===== config.mk =====
export PLATFORM = sky130hd
export DESIGN_NAME = lkss_ram
export DESIGN_NICKNAME = d
export VERILOG_FILES = /design/src/hw/rtl/lkss_ram.sv
export SDC_FILE = /design/constraint.sdc
export NUM_CORES = 1
export LEC_CHECK = 0
export ABC_AREA = 0
export BUFFER_PORTS_ARGS = -buffer_cell sky130_fd_sc_hd__buf_2
export CORE_ASPECT_RATIO = 0.9
export CORE_MARGIN = 3
export CORE_UTILIZATION = 35
export CTS_BUF_LIST = sky130_fd_sc_hd__clkbuf_16
export DETAILED_ROUTE_END_ITERATION = 10
export GPL_TIMING_DRIVEN = 0
export PLACE_DENSITY = 0.53
export REMOVE_ABC_BUFFERS = 1
export SETUP_SLACK_MARGIN = 0.4
export SYNTH_ARGS = -nofsm -noshare
export SYNTH_HDL_FRONTEND = slang
export SYNTH_SLANG_ARGS = --single-unit

===== constraint.sdc =====
create_clock -name i_clk -period 2.2 [get_ports i_clk]
set_input_delay 0.22 -clock i_clk [delete_from_list [all_inputs] [get_ports i_clk]]
set_output_delay 0.22 -clock i_clk [all_outputs]
set_load 0.05 [all_outputs]

===== src/hw/rtl/lkss_ram.sv =====
// ----------------------------------------------------------------------------
// lkss_ram
// Simple dual-port RAM, one write and one read port, registered read data.
// ----------------------------------------------------------------------------
module lkss_ram #(
    parameter int WIDTH = 8,
    parameter int DEPTH = 16
) (
    input  logic                                      i_clk,
    input  logic                                      i_we,
    input  logic [((DEPTH > 1) ? $clog2(DEPTH) : 1)-1:0] i_waddr,
    input  logic [WIDTH-1:0]                          i_wdata,
    input  logic                                      i_re,
    input  logic [((DEPTH > 1) ? $clog2(DEPTH) : 1)-1:0] i_raddr,
    output logic [WIDTH-1:0]                          o_rdata
);

    logic [WIDTH-1:0] r_mem [DEPTH];
    logic [WIDTH-1:0] r_rdata;

    // read returns the old contents on a same-address write
    always_ff @(posedge i_clk) begin
        if (i_we) begin
            r_mem[i_waddr] <= i_wdata;
        end
        if (i_re) begin
            r_rdata <= r_mem[i_raddr];
        end
    end

    assign o_rdata = r_rdata;

endmodule


; Word level (Yosys, flattened, before mapping)
; Memory sizes are Yosys's and may differ from the RTL's. A register that Yosys moved wholly into a read port is not among the register bits.
; Index checks and enable logic that the tools add are counted.
[totals]
register_bits = 0
ramBits = 128
inputBits = 19
memories = 1
[memory_table]
columns = memory, depth, width, rd, rd_clocked_by_memory_dff, wr, line_no
row1 = r_mem, 16, 8, 1, 1, 1, 18  ; logic [WIDTH-1:0] r_mem [DEPTH];
[op_classes]
mux = 2
[op_table]
columns = cell, count
row1 = $mux W1, 2

; Longest topological paths before layout
; Gate-level depths: netlist of the first run.
[logic_depth]
word_depth = 2
ltp_mapped = 5
ltp_nobuf = 3

; Worst setup path before layout of the first run
; OpenSTA, ideal clock, no wires.
[synth_path]
kind = in2reg
from = input i_waddr[2] (netlist name)
to = memory r_mem[0][0], enable pin
setup_time_ps = 383
arrival_ps = 1330
required_time_ps = 1817
slack_ps = 487
cell_stages = 2
path_buffers = 0
path_cell_list = or3b_2 -> nor3_1
[synth_rtl]
columns = element, line_no
row1 = start: declaration, 11  ; input logic [((DEPTH > 1) ? $clog2(DEPTH) : 1)-1:0] i_waddr,
row2 = end: declaration, 18
; No word-level cell before the write port.

==> results.yml, run 1 <==
global_route:
  grt_overflow: 0
  grt_pass1_vias: 2541
  antenna_found_initial: 0
  grt_pass1_wl_microns: 15600
  grt_usage_pct: 13.8
  grt_max_degree: 33
hold_path:
  hold_end: "o_rdata[2]"
  whs_path_depth: 1
  hp-start: "i_re"
  hp-class: "in -> reg"
die:
  rows: 41
  chipWidth_microns: 135
  core-area_sq_mm: 0.0143
  io_pins: 27
  start_util_pct: 36.5
  fp.dieH_microns: 122
  die_area_sq_mm: 0.0164
finish:
  nets: 283
  final_cell_mix: "edfxtp_1, buf_2, mux4_2"
  regArea_sq_mm: 0.00408
  multi_input_comb_area_sq_mm: 0.00108
  mostFrequentLayoutCell: "edfxtp_1"
  syn_to_final_growth_pct: 18.0
  drive_gt1_share_pct: 28.5
  antenna_cells: 0
  fill_cells: 1238
place:
  preCtsSetupSlack_ns: -0.260
  hpwlAfterDp_microns: 6280
  port_buffers: 26
  globalplace.congestion: 0.788
synthesis:
  synth_top_area_share_pct: 78.1
  synth_warnings: 0
  syn-cell-area_sq_mm: 0.00523
  synth_sequential_area_ratio_pct: 78.1
  yosys.cell_types.count: 18
  netlist_instances: 229
  synthTopCellsByArea: "edfxtp_1, mux4_2, mux4_1"
  ys_ff_latch: 136
  synth_area_leader_cell: "edfxtp_1"
  avgSynthCellArea_sq_um: 22.8
sta:
  finalCritPeriodShare_pct: 74.9
  drv_slew: 0
  tightest_slew_ns: 0.971
  timing.final.crit_period_ns: 1.65
  worst_clock_skew_ns: 0.00673
  maxSlewHeadroom_pct: 35.0
  finalWorstSetupSlack_ns: 0.552
  rsz0062_at_grt: "no"
  fmax_ghz: 0.607
  hold_viol: 0
  setup_violations: 0
critical_path:
  reg2reg_from: "r_mem[10][1]"
  max_stage_delay_ns: 0.65
  path_max_fanout: 32
  r2r_cells: 3
  worstPathCellList: "buf_4, mux4_1, a22oi_1, nand2_1"
  reg2reg_slack_ns: 0.65
  worst_setup_path_end_kind: "register"
  worstSetupStartpointType: "primary input"
  arrival_ns: 1.78
  path_delay_family: "multiplexers"
  r2r_end: "o_rdata[1]"
  path_class: "in -> reg"
  slowest_stage: "mux4_1"
  cp_num_buf_inv: 1
  cp.required_ns: 2.33
routing:
  vias_per_cell: 5.06
  num_vias: 2377
  ant_nets: 0
  wl_microns: 10400
  drt_iter0_drc: 189
  drc: 0
  wl_per_cell_microns: 22.0
  firstDrtPassIters: 4
clock_network:
  cts.sinks: 136
  numCtsBuffers: 17
  cts_setup_buffers: 0
  clk_pin_slew_ns: 0.06
  cts-root-buf: "clkbuf_16"
  cts_hold_buf: 0
  cts_tree: "built"
  clock_latency_ns: 0.41
  h-tree-depth: 4
  cts_buffer_depth: 2
job:
  cap_viol_max_count: 0
status:
  status: "completed"
power_and_ir_drop:
  leakage_nw: 2.02
  power_density_mw_per_mm2: 1010
  ir_drop_uv: 688
  total_power_w: 0.00625
layer usage:
layer	track usage, %	routed length [microns]
met1	18.9	4560
met5	0	0
met3	5.00	831
met4	6.74	170
met2	19.8	4800
per-stage QoR:
stage	cell area (sq um)	utilization (%)	std cells	hold slack (ns)	setup TNS, ns
3_5_place_dp	5530	38.7	438	0.579	-1.66
6_report	6170	43.1	470	0.161	0
3_3_place_gp	5510	38.5	438	0.573	-3.73
4_1_cts	6170	43.1	470	0.144	0
5_1_grt	6170	43.1	470	0.138	0
2_1_floorplan	5140	-	219	0.319	0
registers in the layout, summed over array words and instances (netlist names):
register and cells:
o_rdata 8, r_mem 128
cell type report:
| cell class | count | share of cell area [%] |
|---|---|---|
| Multi-Input combinational cell | 83 | 17.5 |
| Clock buffer | 17 | 6.90 |
| Sequential cell | 136 | 66.2 |
| Timing Repair Buffer | 26 | 2.15 |
| Clock inverter | 15 | 3.39 |
| Tap cell | 193 | 3.91 |
power by group:
part / total (W) / internal, W / switching [W] / leakage [nW]
Sequential: 0.00293 / 0.00292 / 0.0000124 / 1.24
Combinational: 0.000300 / 0.000101 / 0.000199 / 0.478
Clock: 0.00302 / 0.00199 / 0.00103 / 0.307
cells in the mapped netlist (all sizes together):
| cell type | count |
|---|---|
| or3b | 1 |
| nand3b | 2 |
| nand2 | 9 |
| and2b | 1 |
| edfxtp | 136 |
| clkdlybuf4s25 | 3 |
| and2 | 1 |
| nor2b | 1 |
| nor3 | 4 |
| nor2 | 13 |
| nand2b | 2 |
| a22oi | 16 |
| buf | 7 |
| mux4 | 32 |
| nand3 | 1 |
kinds of logic (layout without fill, tap and decap cells):
logic type,after synthesis,in the layout,share of synthesized area [%]
DFF,136,136,78.1
muxes,32,32,14.8
buffers and inverters,10,58,1.65
AOI/OAI and AO/OA,16,16,2.30
and+or+nand+nor,35,35,3.14
repair_timing:
item                                    CTS  global route
resized for setup                         1             0
endpoints found under the setup margin    8             0
endpoints found under the hold margin     0             0
worst max path at each step:
stage                     from  cells past startpoint           to
floorplan           i_waddr[2]                      2  r_mem[0][0]
global placement    i_raddr[0]                      4   o_rdata[1]
detailed placement  i_raddr[0]                      4   o_rdata[5]
CTS                 i_raddr[0]                      4   o_rdata[5]
global route        i_raddr[0]                      4   o_rdata[5]
finish              i_raddr[0]                      4   o_rdata[1]
No activity file was read; power rests on OpenSTA's default activity.
==> inputs of run 2 (changes only) <==
- clock period: 2.2 -> 1.6 ns (I/O delays scaled with it)
==> run 2 against run 1 <==
Effect of this change: flip-flop and latch count unchanged; clock power up 38%; non-clock buffer count up 2; clock skew up 0.0051 ns; global-route usage up 0.29 points; final cell count up 0.43%; sequential power up 38%.
==> results.yml, run 2 (same netlist as run 1, synthesis figures left out) <==
finish:
  syn_to_final_growth_pct: 20.5
  antenna_cells: 0
  mostFrequentLayoutCell: "edfxtp_1"
  final_cell_mix: "edfxtp_1, mux4_2, buf_2"
  drive_gt1_share_pct: 40.9
  final_util_pct: 44.0
  stdcell_area_sq_mm: 0.00630
  largest_reg_flops: 128
  largest_register: "r_mem"
  fin_cells: 472
  nets: 285
global_route:
  grt_usage_pct: 14.1
  antenna_found_initial: 0
  grt_max_degree: 33
  grt_overflow: 0
  grt_pass1_wl_microns: 16100
  grt_pass1_vias: 2587
clock_network:
  numCtsBuffers: 17
  h-tree-depth: 4
  cts_tree: "built"
  cts_hold_buf: 0
  clock_latency_ns: 0.42
  cts.sinks: 136
  cts_buffer_depth: 2
  clk_pin_slew_ns: 0.06
  cts-root-buf: "clkbuf_16"
power_and_ir_drop:
  leakage_nw: 2.02
  ir_drop_uv: 948
  power_density_mw_per_mm2: 1370
sta:
  finalCritPeriodShare_pct: 91.8
  hold_viol: 0
  tns_ns: 0
  worst_clock_skew_ns: 0.0118
  rsz0062_at_grt: "yes"
  fmax_ghz: 0.681
  timing.final.crit_period_ns: 1.47
  drv_slew: 0
  setup_violations: 0
  maxSlewHeadroom_pct: 33.6
  tightest_slew_ns: 0.992
critical_path:
  arrival_ns: 1.61
  reg2reg_from: "r_mem[9][5]"
  path_max_fanout: 1
  worst_setup_path_end_kind: "register"
  r2r_cells: 3
  cp.required_ns: 1.74
  reg2reg_slack_ns: 0.13
  path_class: "reg -> reg"
  r2r_end: "o_rdata[5]"
  worstSetupStartpointType: "register"
  slowest_stage: "mux4_1"
  worstPathCellList: "mux4_1, a22oi_2, nand2_1"
  max_stage_delay_ns: 0.54
routing:
  ant_nets: 0
  drc: 0
  wl_microns: 10700
  num_vias: 2438
  wl_per_cell_microns: 22.7
  vias_per_cell: 5.17
  drt_iter0_drc: 170
  firstDrtPassIters: 4
die:
  core-area_sq_mm: 0.0143
  die_area_sq_mm: 0.0164
  io_pins: 27
  start_util_pct: 36.5
  rows: 41
  chipWidth_microns: 135
  fp.dieH_microns: 122
status:
  status: "completed"
hold_path:
  hp-start: "i_re"
  hold_end: "o_rdata[6]"
  whs_path_depth: 1
  hp-class: "in -> reg"
place:
  hpwlAfterDp_microns: 6280
  place_area_sq_mm: 0.00553
  placed_cells: 438
  globalplace.congestion: 0.788
  port_buffers: 26
job:
  cap_viol_max_count: 0
-- run 2: per-stage QoR --
| stage | worst slack, ns | power (W) | hold WS [ns] |
|---|---|---|---|
| floorplan | -0.0529 | 0.00433 | 0.259 |
| global placement | -0.816 | 0.00452 | 0.513 |
| detailed placement | -0.800 | 0.00453 | 0.519 |
| CTS | 0.124 | 0.00872 | 0.0844 |
| global route | 0.0736 | 0.00894 | 0.0777 |
| finish | 0.131 | 0.00866 | 0.0934 |
-- run 2: layout make-up --
cell class	count	area (sq um)
tap	193	241
clock inverter	15	209
clock buffer	17	425
sequential	136	4080
timing repair buffer	28	171
fill	1228	8010
multi-input combinational	83	1170
-- run 2: worst max-delay path by stage --
stage,from,to,slack (ns),cells past startpoint
floorplan,i_waddr[2],r_mem[0][0],-0.05,2
global placement,i_raddr[0],o_rdata[1],-0.82,4
detailed placement,i_raddr[0],o_rdata[5],-0.80,4
CTS,r_mem[10][0],o_rdata[0],0.12,3
global route,r_mem[9][5],o_rdata[5],0.07,3
finish,r_mem[9][5],o_rdata[5],0.13,3
-- run 2: repair_timing --
| action | in CTS | in global routing |
|---|---|---|
| pin swaps | 12 | 2 |
| setup buffers | 2 | 0 |
| gates resized for setup | 38 | 8 |
| cloned | 0 | 0 |
| setup endpoints to repair | 98 | 34 |
-- run 2: power breakdown --
part           switching, W  internal (W)
combinational      0.000300      0.000159
clock               0.00143       0.00274
sequential        0.0000186       0.00402
-- run 2: metal layers --
metal | GRT usage (%) | vias up | routed length (microns)
met4 | 6.42 | 0 | 144
li1 | - | 1058 | -
met2 | 20.2 | 83 | 4870
met3 | 5.16 | 11 | 800
met1 | 19.5 | 1286 | 4890
met5 | 0 | - | 0
-- run 2: worst max-delay path: cells and delay by family (launching register included) --
kind               cells  cell delay (ns)
AOI/OAI and AO/OA      1             0.19
DFF                    1             0.36
muxes                  1             0.54
and+or+nand+nor        1             0.11
==> inputs of run 3 (changes only) <==
- GPL_TIMING_DRIVEN: 0 -> not set
- MAX_ROUTING_LAYER: not set -> met4
==> run 3 against run 2 <==
Effect of this change: routed wire length is 2.1% higher; clock skew shrank 0.0049 ns; hold slack better by 0.041 ns; first-iteration DRC count grew 65%; largest power group is now sequential cells.
==> results.yml, run 3 (same netlist as run 1, synthesis figures left out) <==
clock_network:
  cts-root-buf: "clkbuf_16"
  numCtsBuffers: 17
  clk_pin_slew_ns: 0.06
  clock_latency_ns: 0.41
  cts_hold_buf: 0
  cts_setup_buffers: 0
  cts_tree: "built"
  cts.sinks: 136
  h-tree-depth: 4
  cts_buffer_depth: 2
sta:
  finalCritPeriodShare_pct: 88.2
  hold_viol: 0
  drv_slew: 0
  fmax_ghz: 0.709
  maxSlewHeadroom_pct: 30.0
  finalWorstSetupSlack_ns: 0.189
  timing.final.crit_period_ns: 1.41
  setup_violations: 0
  worst_clock_skew_ns: 0.00692
  tightest_slew_ns: 1.05
  rsz0062_at_grt: "yes"
die:
  start_util_pct: 36.5
  rows: 41
  io_pins: 27
  chipWidth_microns: 135
  core-area_sq_mm: 0.0143
  die_area_sq_mm: 0.0164
  fp.dieH_microns: 122
finish:
  fin_cells: 500
  nets: 313
  final_cell_mix: "edfxtp_1, mux4_2, buf_4"
  mostFrequentLayoutCell: "edfxtp_1"
  largest_reg_flops: 128
  antenna_cells: 0
  drive_gt1_share_pct: 40.4
  syn_to_final_growth_pct: 21.8
  largest_register: "r_mem"
place:
  globalplace.congestion: 0.862
  placed_cells: 468
  hpwlAfterDp_microns: 7020
  preCtsSetupSlack_ns: -0.159
  port_buffers: 26
critical_path:
  cp-startpoint: "r_mem[11][0]"
  arrival_ns: 1.56
  worstSetupStartpointType: "register"
  r2r_end: "o_rdata[0]"
  worst_setup_path_end_kind: "register"
  reg2reg_slack_ns: 0.19
  r2r_cells: 3
  setup.worst_path.end: "o_rdata[0]"
  path_class: "reg -> reg"
  path_max_fanout: 1
  reg2reg_from: "r_mem[11][0]"
  cp.required_ns: 1.75
routing:
  vias_per_cell: 4.90
  drt_iter0_drc: 281
  wl_microns: 10900
  drc: 0
  wl_per_cell_microns: 21.9
  firstDrtPassIters: 4
  num_vias: 2449
  ant_nets: 0
global_route:
  grt_pass1_wl_microns: 16300
  antenna_found_initial: 0
  grt_overflow: 0
  grt_pass1_vias: 2659
  grt_max_degree: 24
  grt_usage_pct: 14.7
power_and_ir_drop:
  ir_drop_uv: 804
  leakage_nw: 2.13
  power_density_mw_per_mm2: 1280
hold_path:
  hp-class: "in -> reg"
status:
  status: "completed"
job:
  cap_viol_max_count: 0
run 3: changes by cell type in the layout (fill, tap and decap cells not counted), sizes merged:
cell | previous run | this run
buf | 28 | 56
bufinv | 5 | 2
clkinv | 6 | 9
clkinvlp | 3 | 1
inv | 1 | 3
run 3: metal layers:
| metal | routed length, microns | vias to the layer above | part of all wire (%) | global-route usage [%] |
|---|---|---|---|---|
| met2 | 5080 | 78 | 46 | 21.5 |
| met5 | 0 | - | 0 | - |
| met4 | 112 | 0 | 1.0 | 4.52 |
| met1 | 4960 | 1259 | 45 | 20.1 |
| met3 | 777 | 9 | 7.1 | 4.13 |
| li1 | - | 1103 | - | - |
run 3: stage by stage:
| stage | util [%] | hold slack, ns | power, W | area [sq um] | TNS [ns] |
|---|---|---|---|---|---|
| global route | 44.5 | 0.128 | 0.00839 | 6370 | 0 |
| global placement | 40.4 | 0.548 | 0.00456 | 5790 | -0.608 |
| detailed placement | 40.4 | 0.559 | 0.00457 | 5790 | -0.731 |
| finish | 44.5 | 0.135 | 0.00812 | 6370 | 0 |
| floorplan | - | 0.259 | 0.00433 | 5140 | -0.423 |
| CTS | 44.5 | 0.129 | 0.00819 | 6360 | 0 |
run 3: what timing repair did:
action	in CTS	in global routing
endpoints found under the hold margin	0	0
gates cloned	0	0
setup endpoints to repair	20	12
resized for setup	27	7
pin swaps	10	2
run 3: critical path, cell delays in order, from the launching register on:
cell      delay (ns)
edfxtp_1        0.37
mux4_2          0.49
a22oi_2         0.20
nand2_1         0.09
run 3: worst min path at each step:
stage / from / to / depth (start not counted) / slack (ns)
global route: i_re / o_rdata[3] / 1 / 0.13
floorplan: i_wdata[0] / r_mem[0][0] / 0 / 0.26
finish: i_wdata[2] / r_mem[1][2] / 1 / 0.13
global placement: i_wdata[1] / r_mem[14][1] / 1 / 0.55
CTS: i_wdata[2] / r_mem[1][2] / 1 / 0.13
detailed placement: i_re / o_rdata[2] / 1 / 0.56
run 3: area by class of cell:
cell class | count | area (sq um)
Fill cell | 1228 | 7940
Sequential cell | 136 | 4080
Multi-Input combinational cell | 83 | 1060
Timing Repair Buffer | 56 | 439
Clock buffer | 17 | 425
Tap cell | 193 | 241
Clock inverter | 15 | 120
run 3: where the power goes:
| part | total, W | internal (W) | switching [W] |
|---|---|---|---|
| combinational | 0.000484 | 0.000198 | 0.000286 |
| clock | 0.00360 | 0.00224 | 0.00136 |
| sequential | 0.00404 | 0.00402 | 0.0000265 |
| total | 0.00812 | 0.00645 | 0.00167 |
